$ cat src/hdl/ple_pkg.sv
// shared types and codes for the positional list engine
package ple_pkg;

  localparam int PLE_CAPACITY    = 32;
  localparam int PLE_VALUE_WIDTH = 32;

  // request actions
  localparam logic [2:0] ACT_INSERT_AT = 3'd0;
  localparam logic [2:0] ACT_REMOVE_AT = 3'd1;
  localparam logic [2:0] ACT_PUSH_BACK = 3'd2;
  localparam logic [2:0] ACT_POP_BACK  = 3'd3;
  localparam logic [2:0] ACT_CLEAR     = 3'd4;
  localparam logic [2:0] ACT_SEARCH    = 3'd5;

  // result status codes
  localparam logic [2:0] ST_OK        = 3'd0;
  localparam logic [2:0] ST_BAD_POS   = 3'd1;
  localparam logic [2:0] ST_FULL      = 3'd2;
  localparam logic [2:0] ST_EMPTY     = 3'd3;
  localparam logic [2:0] ST_NOT_FOUND = 3'd4;

  typedef struct packed {
    logic [2:0]         action;
    logic [7:0]         position;
    logic signed [31:0] value;
  } ple_req_t;

  typedef struct packed {
    logic [2:0] status;
    logic [5:0] found_position;
    logic [5:0] entry_count;
  } ple_rsp_t;

endpackage

$ cat src/hdl/ple_ram.sv
// generic simple dual-port ram, one write and one registered read per cycle
module ple_ram #(
  parameter int WIDTH = 32,
  parameter int DEPTH = 32,
  localparam int AW   = (DEPTH > 1) ? $clog2(DEPTH) : 1
) (
  input  logic             clk,
  input  logic             we,
  input  logic [AW-1:0]    waddr,
  input  logic [WIDTH-1:0] wdata,
  input  logic [AW-1:0]    raddr,
  output logic [WIDTH-1:0] rdata
);

  logic [WIDTH-1:0] mem [DEPTH];

  always_ff @(posedge clk) begin
    if (we) begin
      mem[waddr] <= wdata;
    end
    rdata <= mem[raddr];
  end

endmodule

$ cat src/hdl/positional_list_engine_top.sv
// Bounded ordered list of signed values, kept in position order in one ram.
// One request is taken at a time; in_stall stays high until its result has
// been loaded into the output register. An insert or remove moves every
// entry behind the target position by one slot, one entry per cycle through
// the ram's single read port. A search reads entries from the front, one per
// cycle, until it finds the key or runs out of entries. Pop, clear, rejected
// requests and unknown actions go straight to the result. The next request is
// taken as soon as the result is loaded, even while it waits in the output
// register; a result still waiting there holds the following one back.
module positional_list_engine_top import ple_pkg::*; #(
  parameter int CAPACITY    = PLE_CAPACITY,
  parameter int VALUE_WIDTH = PLE_VALUE_WIDTH
) (
  input  logic     clk,
  input  logic     rst_n,
  input  logic     in_valid,
  output logic     in_stall,
  input  ple_req_t in_data,
  output logic     out_valid,
  input  logic     out_stall,
  output ple_rsp_t out_data
);

  localparam int IDXW = $clog2(CAPACITY);
  localparam int CNTW = $clog2(CAPACITY + 1);
  localparam int WW   = ((CNTW > 8) ? CNTW : 8) + 1;

  typedef enum logic [2:0] {
    S_IDLE,
    S_INS,
    S_REM,
    S_SRCH,
    S_RESP
  } state_t;

  state_t                 state_r, state_nxt;
  logic [CNTW-1:0]        cnt_r, cnt_nxt;
  logic [IDXW-1:0]        src_r, src_nxt;
  logic [IDXW-1:0]        dst_r, dst_nxt;
  logic [IDXW-1:0]        idx_r, idx_nxt;
  logic [CNTW-1:0]        rem_r, rem_nxt;
  logic                   pend_r, pend_nxt;
  logic [VALUE_WIDTH-1:0] key_r, key_nxt;
  logic [2:0]             res_status_r, res_status_nxt;
  logic [CNTW-1:0]        res_found_r, res_found_nxt;
  logic                   out_valid_r, out_valid_nxt;
  ple_rsp_t               out_data_r, out_data_nxt;

  logic                   mem_we;
  logic [IDXW-1:0]        mem_waddr;
  logic [VALUE_WIDTH-1:0] mem_wdata;
  logic [IDXW-1:0]        mem_raddr;
  logic [VALUE_WIDTH-1:0] mem_rdata;

  ple_ram #(
    .WIDTH (VALUE_WIDTH),
    .DEPTH (CAPACITY)
  ) u_store (
    .clk   (clk),
    .we    (mem_we),
    .waddr (mem_waddr),
    .wdata (mem_wdata),
    .raddr (mem_raddr),
    .rdata (mem_rdata)
  );

  assign in_stall  = (state_r != S_IDLE);
  assign out_valid = out_valid_r;
  assign out_data  = out_data_r;

  always_comb begin
    logic [WW-1:0]    pos_w;
    logic [WW-1:0]    cnt_w;
    logic [WW-1:0]    idx_w;
    logic [WW-1:0]    fnd_w;
    logic signed [63:0] val_sx;

    pos_w  = WW'(in_data.position);
    cnt_w  = WW'(cnt_r);
    idx_w  = '0;
    fnd_w  = WW'(res_found_r);
    val_sx = 64'(in_data.value);

    state_nxt      = state_r;
    cnt_nxt        = cnt_r;
    src_nxt        = src_r;
    dst_nxt        = dst_r;
    idx_nxt        = idx_r;
    rem_nxt        = rem_r;
    pend_nxt       = 1'b0;
    key_nxt        = key_r;
    res_status_nxt = res_status_r;
    res_found_nxt  = res_found_r;
    out_valid_nxt  = out_valid_r;
    out_data_nxt   = out_data_r;

    mem_we    = 1'b0;
    mem_waddr = idx_r;
    mem_wdata = key_r;
    mem_raddr = src_r;

    if (out_valid_r && !out_stall) begin
      out_valid_nxt = 1'b0;
    end

    case (state_r)
      S_IDLE: begin
        if (in_valid) begin
          key_nxt        = val_sx[VALUE_WIDTH-1:0];
          res_status_nxt = ST_OK;
          res_found_nxt  = '0;
          state_nxt      = S_RESP;
          case (in_data.action)
            ACT_INSERT_AT, ACT_PUSH_BACK: begin
              idx_w = (in_data.action == ACT_PUSH_BACK) ? cnt_w : pos_w - WW'(1);
              if (in_data.action == ACT_INSERT_AT && pos_w == '0) begin
                res_status_nxt = ST_BAD_POS;
              end else if (cnt_w >= WW'(CAPACITY)) begin
                res_status_nxt = ST_FULL;
              end else if (in_data.action == ACT_INSERT_AT && pos_w > cnt_w + WW'(1)) begin
                res_status_nxt = ST_BAD_POS;
              end else begin
                idx_nxt   = IDXW'(idx_w);
                src_nxt   = IDXW'(cnt_w - WW'(1));
                rem_nxt   = CNTW'(cnt_w - idx_w);
                state_nxt = S_INS;
              end
            end
            ACT_REMOVE_AT: begin
              idx_w = pos_w - WW'(1);
              if (pos_w == '0 || pos_w > cnt_w) begin
                res_status_nxt = ST_BAD_POS;
              end else begin
                src_nxt   = IDXW'(pos_w);
                rem_nxt   = CNTW'(cnt_w - WW'(1) - idx_w);
                state_nxt = S_REM;
              end
            end
            ACT_POP_BACK: begin
              if (cnt_r == '0) begin
                res_status_nxt = ST_EMPTY;
              end else begin
                cnt_nxt = cnt_r - CNTW'(1);
              end
            end
            ACT_CLEAR: begin
              cnt_nxt = '0;
            end
            ACT_SEARCH: begin
              res_status_nxt = ST_NOT_FOUND;
              src_nxt        = '0;
              rem_nxt        = cnt_r;
              state_nxt      = S_SRCH;
            end
            default: begin
            end
          endcase
        end
      end

      // shift entries up one slot from the back toward the insert point
      S_INS: begin
        if (pend_r) begin
          mem_we    = 1'b1;
          mem_waddr = dst_r + IDXW'(1);
          mem_wdata = mem_rdata;
        end
        if (rem_r != '0) begin
          mem_raddr = src_r;
          dst_nxt   = src_r;
          src_nxt   = src_r - IDXW'(1);
          rem_nxt   = rem_r - CNTW'(1);
          pend_nxt  = 1'b1;
        end else if (!pend_r) begin
          mem_we    = 1'b1;
          mem_waddr = idx_r;
          mem_wdata = key_r;
          cnt_nxt   = cnt_r + CNTW'(1);
          state_nxt = S_RESP;
        end
      end

      // shift entries down one slot from behind the removed one
      S_REM: begin
        if (pend_r) begin
          mem_we    = 1'b1;
          mem_waddr = dst_r - IDXW'(1);
          mem_wdata = mem_rdata;
        end
        if (rem_r != '0) begin
          mem_raddr = src_r;
          dst_nxt   = src_r;
          src_nxt   = src_r + IDXW'(1);
          rem_nxt   = rem_r - CNTW'(1);
          pend_nxt  = 1'b1;
        end else if (!pend_r) begin
          cnt_nxt   = cnt_r - CNTW'(1);
          state_nxt = S_RESP;
        end
      end

      S_SRCH: begin
        if (pend_r && mem_rdata == key_r) begin
          res_status_nxt = ST_OK;
          res_found_nxt  = CNTW'(dst_r) + CNTW'(1);
          state_nxt      = S_RESP;
        end else if (rem_r != '0) begin
          mem_raddr = src_r;
          dst_nxt   = src_r;
          src_nxt   = src_r + IDXW'(1);
          rem_nxt   = rem_r - CNTW'(1);
          pend_nxt  = 1'b1;
        end else if (!pend_r) begin
          state_nxt = S_RESP;
        end
      end

      S_RESP: begin
        if (!out_valid_r || !out_stall) begin
          out_valid_nxt               = 1'b1;
          out_data_nxt.status         = res_status_r;
          out_data_nxt.found_position = fnd_w[5:0];
          out_data_nxt.entry_count    = cnt_w[5:0];
          state_nxt                   = S_IDLE;
        end
      end

      default: begin
        state_nxt = S_IDLE;
      end
    endcase
  end

  always_ff @(posedge clk) begin
    if (!rst_n) begin
      state_r     <= S_IDLE;
      cnt_r       <= '0;
      pend_r      <= 1'b0;
      out_valid_r <= 1'b0;
    end else begin
      state_r     <= state_nxt;
      cnt_r       <= cnt_nxt;
      pend_r      <= pend_nxt;
      out_valid_r <= out_valid_nxt;
    end
    src_r        <= src_nxt;
    dst_r        <= dst_nxt;
    idx_r        <= idx_nxt;
    rem_r        <= rem_nxt;
    key_r        <= key_nxt;
    res_status_r <= res_status_nxt;
    res_found_r  <= res_found_nxt;
    out_data_r   <= out_data_nxt;
  end

  a_cnt_bound: assert property (@(posedge clk) disable iff (!rst_n)
    cnt_r <= CNTW'(CAPACITY))
    else $error("entry count above capacity");

  a_wr_in_range: assert property (@(posedge clk) disable iff (!rst_n)
    mem_we |-> (32'(mem_waddr) < CAPACITY && 32'(mem_waddr) <= 32'(cnt_r)))
    else $error("store write outside the live range");

  a_resp_loads: assert property (@(posedge clk) disable iff (!rst_n)
    (state_r == S_RESP && !(out_valid_r && out_stall)) |=> (out_valid_r && state_r == S_IDLE))
    else $error("result not loaded when output register was free");

  a_found_ok: assert property (@(posedge clk) disable iff (!rst_n)
    (out_valid_r && out_data_r.found_position != '0) |-> out_data_r.status == ST_OK)
    else $error("found position reported without ok status");

  a_no_write_search: assert property (@(posedge clk) disable iff (!rst_n)
    (state_r == S_SRCH || state_r == S_IDLE || state_r == S_RESP) |-> !mem_we)
    else $error("store written outside a shift");

endmodule

$ cat config.mk
export PLATFORM = sky130hd
export DESIGN_NAME = positional_list_engine_top
export DESIGN_NICKNAME = d
export VERILOG_FILES = /design/src/hdl/ple_pkg.sv /design/src/hdl/ple_ram.sv /design/src/hdl/positional_list_engine_top.sv
export SDC_FILE = /design/constraint.sdc
export NUM_CORES = 1
export LEC_CHECK = 0
export ABC_AREA = 1
export BUFFER_PORTS_ARGS = -buffer_cell sky130_fd_sc_hd__buf_4
export CAP_MARGIN = 40
export CORE_MARGIN = 8
export CORE_UTILIZATION = 40
export CTS_BUF_LIST = sky130_fd_sc_hd__clkbuf_8
export DETAILED_ROUTE_END_ITERATION = 16
export HOLD_SLACK_MARGIN = 0.06
export PLACE_DENSITY = 0.55
export SLEW_MARGIN = 30
export SYNTH_ARGS = -nofsm -noshare
export SYNTH_HDL_FRONTEND = slang
export SYNTH_HIERARCHICAL = 1
export SYNTH_SLANG_ARGS = --single-unit
$ cat constraint.sdc
create_clock -name clk -period 3.9 [get_ports clk]
set_input_delay 0.195 -clock clk [delete_from_list [all_inputs] [get_ports clk]]
set_output_delay 0.195 -clock clk [all_outputs]
set_load 0.02 [all_outputs]
Word level (Yosys, flattened, before mapping). Memory sizes are Yosys's and may differ from the RTL's. A register that Yosys moved wholly into a read port is not among the register bits. Cells that the tools add are included. Widths: inputs -> output; s select.

Order comparisons: 3. Equal/unequal tests: 26. Bitwise gates (word level): 3. Mux-type cells: 75. $add $sub $neg: 13. Reduce and logical (&&, ||, !) cells: 30.

Operators with widths (number): $mux 32 (3); $mux 6 (16); $mux 5 (14); $pmux 32 s2 (1); $pmux 6 s3 (3); $mux 3 (11); $eq 32x32->1 (1); $pmux 3 s4 (2); $pmux 6 s2 (2); $sub 6x1->6 const B (4); $pmux 5 s2 (2); $pmux 5 s4 (1); $ne 2x2->1 const B (9); $reduce_and 8->1 (2); $ne 3x3->1 const B (5); $pmux 5 s3 (1); $eq 3x2->1 const B (4); $mux 1 (12); $sub 6x6->6 (2); $add 5x1->5 const B (2); $sub 5x1->5 const B (2); $eq 3x3->1 const B (3); $pmux 3 s3 (1); $reduce_and 9->1 (1); other kinds (27) (46).

Memories: 1. Input bits: 47. Bits in writable memories: 1024. Register bits after elaboration: 88.

Memories: u_store.mem (depth 32, bits a word 32, read ports 1, clocked after Yosys merged registers in 1, write ports 1, RTL line ple_ram.sv:15) `logic [WIDTH-1:0] mem [DEPTH];`.

Logic depth before layout (Yosys ltp). Gate-level depths: netlist (run 1).

Word-level depth: 9. Depth in mapped cells: 17.

Hierarchy. The synthesis (run 1) kept the hierarchy.

Modules (own cells, without submodules): ple_ram (cells an instance 3536, sequential area each 31390.1 µm², instances 1, area an instance 42405.7 µm²); positional_list_engine_top (cells an instance 796, sequential area each 2532.4 µm², instances 1, area an instance 6115.9 µm²).

Least setup slack after synthesis (run 1). OpenSTA, ideal clock, no wires.

Kind: flip-flop to flip-flop. Start: register rem_r[0]. End: memory u_store.mem[31][0], enable pin. Library setup time: 0.421 ns. Setup slack: 0.467 ns. Data arrival time: 3.012 ns. Clock period less this slack: 3.433 ns. Cell stages (with the launch flop): 10. Buffers on the path: 0. Required time: 3.479 ns. Cells stage by stage: edfxtp_1 -> inv_1 -> ha_1 -> nand2_1 -> or2_4 -> nor2_4 -> inv_1 -> o21ai_0 -> nand3_1 -> nor2_1.

Word-level cells in the longest chain between the ends: 5. Elaborated cells on any way between the ends: 7. Classes of those cells: 6 x mux; 1 x reduce/logical.

Ends and longest elaborated chain: from (decl) (RTL line positional_list_engine_top.sv:41) `logic [CNTW-1:0] rem_r, rem_nxt;`; from (signal assigned) (RTL line positional_list_engine_top.sv:249) `rem_r <= rem_nxt;`; $reduce_bool 6->1 (RTL line positional_list_engine_top.sv:168) `if (rem_r != '0) begin`; $mux 1 (RTL line positional_list_engine_top.sv:168); $pmux 1 s2 (RTL line positional_list_engine_top.sv:106) `case (state_r)`; net mem_we (RTL line positional_list_engine_top.sv:49) `logic mem_we;`; $mux 1 (RTL line ple_ram.sv:18) `if (we) begin`; $mux 1 (implied by the code) (RTL line ple_ram.sv:19) `mem[waddr] <= wdata;`; to (decl) (RTL line ple_ram.sv:15).

The timed path passes the listed nets, and every way through them passes these cells.

Worst setup path after layout (run 1).
Start: register cnt_r[1]. End: register state_r[0].

Word-level cells in the longest chain between the ends: 9. Elaborated cells on any way between the ends: 10. Classes of those cells: 1 x add/sub; 2 x order compare; 6 x mux; 1 x reduce/logical.

Ends and longest elaborated chain: from (decl) (RTL line positional_list_engine_top.sv:37) `logic [CNTW-1:0] cnt_r, cnt_nxt;`; from (signal assigned) (RTL line positional_list_engine_top.sv:242) `cnt_r <= cnt_nxt;`; $add 6x1->7 (RTL line positional_list_engine_top.sv:120) `end else if (in_data.action == ACT_INSERT_AT && pos_w > cnt_w + WW'(1)) begin`; $gt 8x7->1 (RTL line positional_list_engine_top.sv:120); $logic_and 1x1->1 (RTL line positional_list_engine_top.sv:120); $mux 3 (RTL line positional_list_engine_top.sv:120); $mux 3 (*) (RTL line positional_list_engine_top.sv:118) `end else if (cnt_w >= WW'(CAPACITY)) begin`; $mux 3 (*) (RTL line positional_list_engine_top.sv:116) `if (in_data.action == ACT_INSERT_AT && pos_w == '0) begin`; $pmux 3 s3 (*) (RTL line positional_list_engine_top.sv:113) `case (in_data.action)`; $mux 3 (*) (RTL line positional_list_engine_top.sv:108) `if (in_valid) begin`; $pmux 3 s4 (*) (RTL line positional_list_engine_top.sv:106); to (signal assigned) (RTL line positional_list_engine_top.sv:241) `state_r <= state_nxt;`; to (decl) (RTL line positional_list_engine_top.sv:36) `state_t state_r, state_nxt;`.

Mark *: on every way between the ends. The rest lies on a longest branch, timed or not. The select of a mux whose other input is x is not followed. A chain may end at the register's enable or synchronous reset.

==> results.json, run 1 <==
{
  "outcome": "complete, no violations",
  "worstMarginPinSlew_ns": 0.8448,
  "max-vdd-ir-drop_v": 0.0003395,
  "hold_end": "state_r[2]",
  "synthTopCellsByArea": "edfxtp_1 (68%), nand2_1 (13%), nand3_1 (8.5%)",
  "drtIter0Drc": 2662,
  "max_cap_viol_count": 0,
  "path_class": "flip-flop to flip-flop",
  "relSlewSlack_pct": 43.68,
  "num_rows": 127,
  "worstPathArrival_ns": 4.45,
  "wl_per_cell_um": 21.65,
  "leakagePower_nw": 20.99,
  "synth_area_um2": 48520,
  "netSwitchingPower_w": 0.007404,
  "p_total_w": 0.02700,
  "ys_warn_count": 6,
  "async_reset_ff_share_pct": 0,
  "synth_top_area_share_pct": 68.14,
  "fill_cells": 11140,
  "layout_common_cells": "nand2_1 (1668), edfxtp_1 (1101), nand3_1 (825)",
  "worstSetupEndpointType": "flip-flop",
  "seq_area_frac_synth_pct": 69.91,
  "grt_use_total_pct": 20.38,
  "worstPathRequired_ns": 4.72,
  "ctsHtreeMaxLevel": 4,
  "cts_tree": "done",
  "root_buffer": "clkbuf_8",
  "synth_top_area_cell": "edfxtp_1",
  "reg2regPathDepth": 19,
  "die_h_um": 364.3,
  "grt-ovfl-total": 0,
  "hold_depth": 10,
  "wl_mm": 137.2,
  "critPathLaunchType": "flip-flop",
  "gp_congestion": 0.8774,
  "synth_edf_count": 1101,
  "synth_flop_cell": "edfxtp_1",
  "syn_to_final_growth_pct": 14.27,
  "grt_start_max_net_pins": 166,
  "clk_path_buf_depth": 3,
  "worstSkewPairLatency_ns": 0.89,
  "ioPinCount": 64,
  "grt_pass1_vias": 32130,
  "drcViolationCount": 0,
  "period_minus_slack_ns": 3.629,
  "ys_types": 47,
  "critPathMaxFanout": 8,
  "dieArea_um2": 132700,
  "rsz0062_at_grt": "no",
  "vias_per_cell": 5.202,
  "die_x_um": 364.3,
  "comb_power_share_pct": 13.0,
  "synth.avg_cell_area_um2": 11.20,
  "fin_setup_tns_ns": 0,
  "drtPass1Iterations": 6,
  "syn_nets": 4414,
  "nNetsFinal": 4657,
  "powerDensity_nw_per_um2": 487.0,
  "port_buffers": 63,
  "fp.coreArea_um2": 120100,
  "p_seq_share_pct": 51.6,
  "drive_gt1_share_pct": 10.68,
  "ys_ff_latch": 1144,
  "utilization_pct": 46.16,
  "start_util_pct": 40.39,
  "ant_nets": 0,
  "crit-reg2reg-launch": "cnt_r[1]",
  "switching_share_pct": 27.42,
  "antenna_found_initial": 1,
  "max_freq_mhz": 275.6,
  "cellInternalPower_w": 0.01960,
  "clk_pin_slew_ns": 0.06,
  "finClkSkew_ns": 0.04649,
  "hpwl_mm": 77.70,
  "timing.final.max_slew_violations": 0,
  "hp-class": "input port to flip-flop",
  "grt_pass1_wl_mm": 204.8,
  "cts.sinks": 1144,
  "p_clk_share_pct": 35.4,
  "setup_violations": 0,
  "final_common_cell": "nand2_1",
  "numCtsBuffers": 184,
  "r2r_end": "state_r[0]",
  "hold_violations": 0,
  "min_from": "in_data[39]",
  "syn_inst": 4332,
  "vias": 32960,
  "r2r_slack_ns": 0.27,
  "period_share_pct": 93.04
}
-- Yosys cell counts, types with 8 or more instances --
library cell	count
buf_2	90
buf_4	25
xor2_1	17
or2_2	8
buf_6	68
dfxtp_1	43
edfxtp_1	1101
ha_1	32
nand4_1	17
a21oi_1	38
xnor2_1	11
nor2_1	95
clkbuf_1	27
nand3_1	825
buf_1	18
inv_1	128
nand2_1	1668
o21ai_0	54
-- metrics by stage --
stage,std cells,worst slack [ns],instance area (um2),hold WS (ns)
finish,6336,0.2713,55450,0.1560
global route,6334,0.03276,55440,0.1372
CTS,6329,0.1982,55370,0.06179
detailed placement,5916,0.7471,51200,0.3745
global placement,5911,0.7923,51120,0.3733
floorplan,4332,0.4672,48520,0.2926
-- cell families after synthesis --
| family | share of synthesized area, % |
|---|---|
| flops | 69.91 |
| fa+ha+maj | 0.9489 |
| simple gates | 22.84 |
| compound gates | 1.369 |
| buf+inv | 4.425 |
| xor+xnor | 0.5054 |
-- per-layer routing --
metal	up-vias	wire, um	share of wire, %	GRT usage (%)
met5	-	0	0	0
met4	0	3980	2.9	7.190
met3	240	8292	6.0	3.582
met2	1055	63950	47	32.44
met1	16200	60960	44	28.16
li1	15470	-	-	-
-- power groups by stage --
stage          clock network [W]  registers (W)  logic, W
6_report                 0.00956         0.0139   0.00351
3_3_place_gp                   0         0.0142   0.00340
5_1_grt                   0.0103         0.0139   0.00389
4_1_cts                  0.00979         0.0139   0.00351
3_5_place_dp                   0         0.0142   0.00343
2_1_floorplan                  0         0.0141   0.00234
-- layout make-up --
type                            instances  area (um2)  area share [%]
Clock inverter                        138       691.9           1.248
Tap cell                             1612        2017           3.638
Sequential cell                      1144       33920           61.18
Antenna cell                            3       7.507         0.01354
Timing Repair Buffer                  288        2843           5.127
Multi-Input combinational cell       2818       12740           22.98
Inverter                              139       551.8          0.9951
Clock buffer                          194        2670           4.816
-- repair_timing --
action / CTS / global route
endpoints found under the hold margin: 82 / 0
gates resized for setup: 0 / 3
hold buffers: 81 / 0
endpoints found under the setup margin: 0 / 6
setup buffers: 0 / 0
-- how the worst max path moves through the flow --
stage,start,end,cells after the start
floorplan,rem_r[0],u_store/mem[31][0],9
global placement,cnt_r[0],rem_r[1],13
detailed placement,cnt_r[0],idx_r[3],13
CTS,cnt_r[0],idx_r[3],14
global route,cnt_r[1],state_r[0],19
finish,cnt_r[1],state_r[0],19
-- flip-flops by register name, summed over array words and instances, names as in the netlist, 6 cells and up --
register       count
res_found_r        6
u_store/mem     1024
out_data          15
cnt_r              6
key_r             32
u_store/rdata     32
rem_r              6
-- critical path: stages (launching register included) --
cell           delay [ns]
dfxtp_1              0.55
inv_1                0.20
ha_1                 0.34
inv_1                0.17
ha_1                 0.26
inv_1                0.07
nor2_1               0.04
o21bai_1             0.12
nand2_1              0.06
nand2_1              0.06
nand2_1              0.06
nand2_1              0.10
nand3_1              0.07
dlygate4sd3_1        0.59
nand2_1              0.06
dlygate4sd3_1        0.55
nand2_1              0.05
nand3_1              0.11
nand2_1              0.05
inv_1                0.04
Note: power is estimated with default switching activity, not from simulation.
==> run 2: changes to the inputs <==
--- a/config.mk
+++ b/config.mk
@@ -11,7 +11,9 @@
 export CORE_MARGIN = 8
 export CORE_UTILIZATION = 40
 export CTS_BUF_LIST = sky130_fd_sc_hd__clkbuf_8
+export CTS_CLUSTER_DIAMETER = 150
 export DETAILED_ROUTE_END_ITERATION = 16
+export GPL_TIMING_DRIVEN = 0
 export HOLD_SLACK_MARGIN = 0.06
 export PLACE_DENSITY = 0.55
 export SLEW_MARGIN = 30
==> run 2 against run 1 <==
  * Register-to-register slack improved by 0.03 ns
  * Final cell count rose by 3.1%
  * Largest cell class unchanged
  * Combinational power rose by 21%
  * Critical path type unchanged
==> results.json, run 2 (synthesis gave the netlist of run 1 again) <==
{
  "gp_congestion": 0.9447,
  "max_freq_mhz": 278.1,
  "grt_pass1_vias": 32380,
  "vias": 34930,
  "cp_slowest_cell": "nor2_4",
  "max_cap_viol_count": 0,
  "critPathMaxFanout": 14,
  "slowest_delay_ns": 0.46,
  "hp-class": "input port to flip-flop",
  "finClkSkew_ns": 0.06133,
  "dp.cells": 6098,
  "cellInternalPower_w": 0.02017,
  "die_h_um": 364.3,
  "antenna_found_initial": 6,
  "top_regs": "u_store/mem x1024, key_r x32, u_store/rdata x32",
  "start_util_pct": 40.39,
  "switching_share_pct": 28.49,
  "relSlewSlack_pct": 43.88,
  "setup_violations": 0,
  "period_minus_slack_ns": 3.595,
  "syn_to_final_growth_pct": 20.12,
  "vias_per_cell": 5.347,
  "p_clk_share_pct": 35.6,
  "comb_power_share_pct": 15.1,
  "p_total_w": 0.02821,
  "layout.cells.non_filler": 6533,
  "fill_cells": 10810,
  "layout_common_cells": "nand2_1 (1664), edfxtp_1 (1101), nand3_1 (825)",
  "nNetsFinal": 4849,
  "powerDensity_nw_per_um2": 484.0,
  "leakagePower_nw": 22.28,
  "worstMarginPinSlew_ns": 0.8388,
  "drcViolationCount": 0,
  "ioPinCount": 64,
  "crit_chain": "nor2_4, nand2_1, nand2_4, inv_1, nor2_4, inv_2, o21ai_1, nand3_1, buf_6, nor2_4, buf_16, buf_8",
  "critPathTopFamily": "simple AND/OR/NAND/NOR gates",
  "top_usage_layer": "met2",
  "worstPathRequired_ns": 4.47,
  "drtIter0Drc": 4227,
  "critPathLaunchType": "flip-flop",
  "hpwl_mm": 112.4,
  "grtUsageMet1_pct": 33.50,
  "crit_top_cell": "nor2_4",
  "num_rows": 127,
  "grt_pass1_wl_mm": 228.4,
  "cts_tree": "done",
  "p_seq_share_pct": 49.3,
  "port_buffers": 63,
  "die_x_um": 364.3,
  "outcome": "complete, no violations",
  "period_share_pct": 92.19,
  "clk_pin_slew_ns": 0.06,
  "regMostFlops": "u_store/mem",
  "use_met2_pct": 35.75,
  "netSwitchingPower_w": 0.008036,
  "ant_nets": 0,
  "use_met3_pct": 5.417,
  "cts.sinks": 1144,
  "timing.final.max_slew_violations": 0,
  "path_class": "flip-flop to flip-flop",
  "grt_start_max_net_pins": 33,
  "rsz0062_at_grt": "no",
  "final_common_cell": "nand2_1",
  "dieArea_um2": 132700,
  "clk_path_buf_depth": 3,
  "wl_mm": 161.5,
  "ctsHtreeMaxLevel": 4,
  "drive_gt1_share_pct": 13.85,
  "largest_reg_flops": 1024,
  "max-vdd-ir-drop_v": 0.0003349,
  "numCtsBuffers": 191,
  "worstSkewPairLatency_ns": 0.92,
  "drtPass1Iterations": 6,
  "grt-ovfl-total": 0,
  "root_buffer": "clkbuf_8",
  "grt_use_total_pct": 23.87,
  "worstPathArrival_ns": 4.17,
  "hold_violations": 0,
  "crit_buf_inv": 5,
  "fp.coreArea_um2": 120100,
  "worstSetupEndpointType": "flip-flop",
  "wl_per_cell_um": 24.72
}
-- run 2: path summary, 6_finish.rpt --
path                                startpoint            endpoint  slack [ns]  cells past startpoint
worst max-delay path                state_r[2]  u_store/mem[27][6]        0.30                     12
worst min-delay path               in_data[39]     res_status_r[0]        0.14                      6
worst max register to register      state_r[2]  u_store/mem[27][6]        0.30                     12
worst min register to register  res_found_r[5]        out_data[11]        0.42                      0
-- run 2: power by group through the flow --
stage | clock network (W) | logic [W] | registers (W)
2_1_floorplan | 0 | 0.00234 | 0.0141
3_3_place_gp | 0 | 0.00385 | 0.0142
3_5_place_dp | 0 | 0.00409 | 0.0142
4_1_cts | 0.0102 | 0.00417 | 0.0139
5_1_grt | 0.0108 | 0.00456 | 0.0139
6_report | 0.0100 | 0.00426 | 0.0139
-- run 2: worst register-to-register path, delay by kind of cell, from the launching register on --
kind | cells | cell delay [ns]
compound gates | 1 | 0.37
simple gates | 6 | 1.49
buf+inv | 5 | 1.04
flops | 1 | 0.37
-- run 2: through the flow --
step | worst slack, ns | area (um2) | setup TNS, ns | hold WS (ns) | utilization [%]
floorplan | 0.4672 | 48520 | 0 | 0.2926 | -
global placement | -2.493 | 51010 | -3370.86 | 0.3734 | 42.46
detailed placement | 0.09885 | 53870 | 0 | 0.3743 | 44.84
CTS | 0.07537 | 58240 | 0 | 0.06534 | 48.48
global route | 0.1492 | 58280 | 0 | 0.1555 | 48.51
finish | 0.3048 | 58280 | 0 | 0.1450 | 48.52
-- run 2: per-layer routing --
layer  share of wire [%]  vias up  wire, um
met3                 9.8      313     15810
met5               0.021        -        34
met1                  42    17000     68330
li1                    -    15900         -
met4                 4.3        6      6924
met2                  44     1710     70430
-- run 2: final cells by class --
class | instances | area (um2) | share of cell area, %
repair buffers | 242 | 3622 | 6.215
well taps | 1612 | 2017 | 3.461
plain buffers | 231 | 1622 | 2.782
multi-input cells | 2818 | 13020 | 22.34
diodes | 4 | 10.01 | 0.01717
inverters | 139 | 529.3 | 0.9081
flip-flops and latches | 1144 | 33920 | 58.20
clock inverters | 146 | 829.5 | 1.423
clock buffers | 197 | 2711 | 4.652
-- run 2: what timing repair did --
action                                  4_1_cts  5_1_grt
endpoints found under the setup margin        0       13
hold buffers                                 83        0
endpoints found under the hold margin        94        0
resized for setup                             0        1
setup buffers                                 0        2
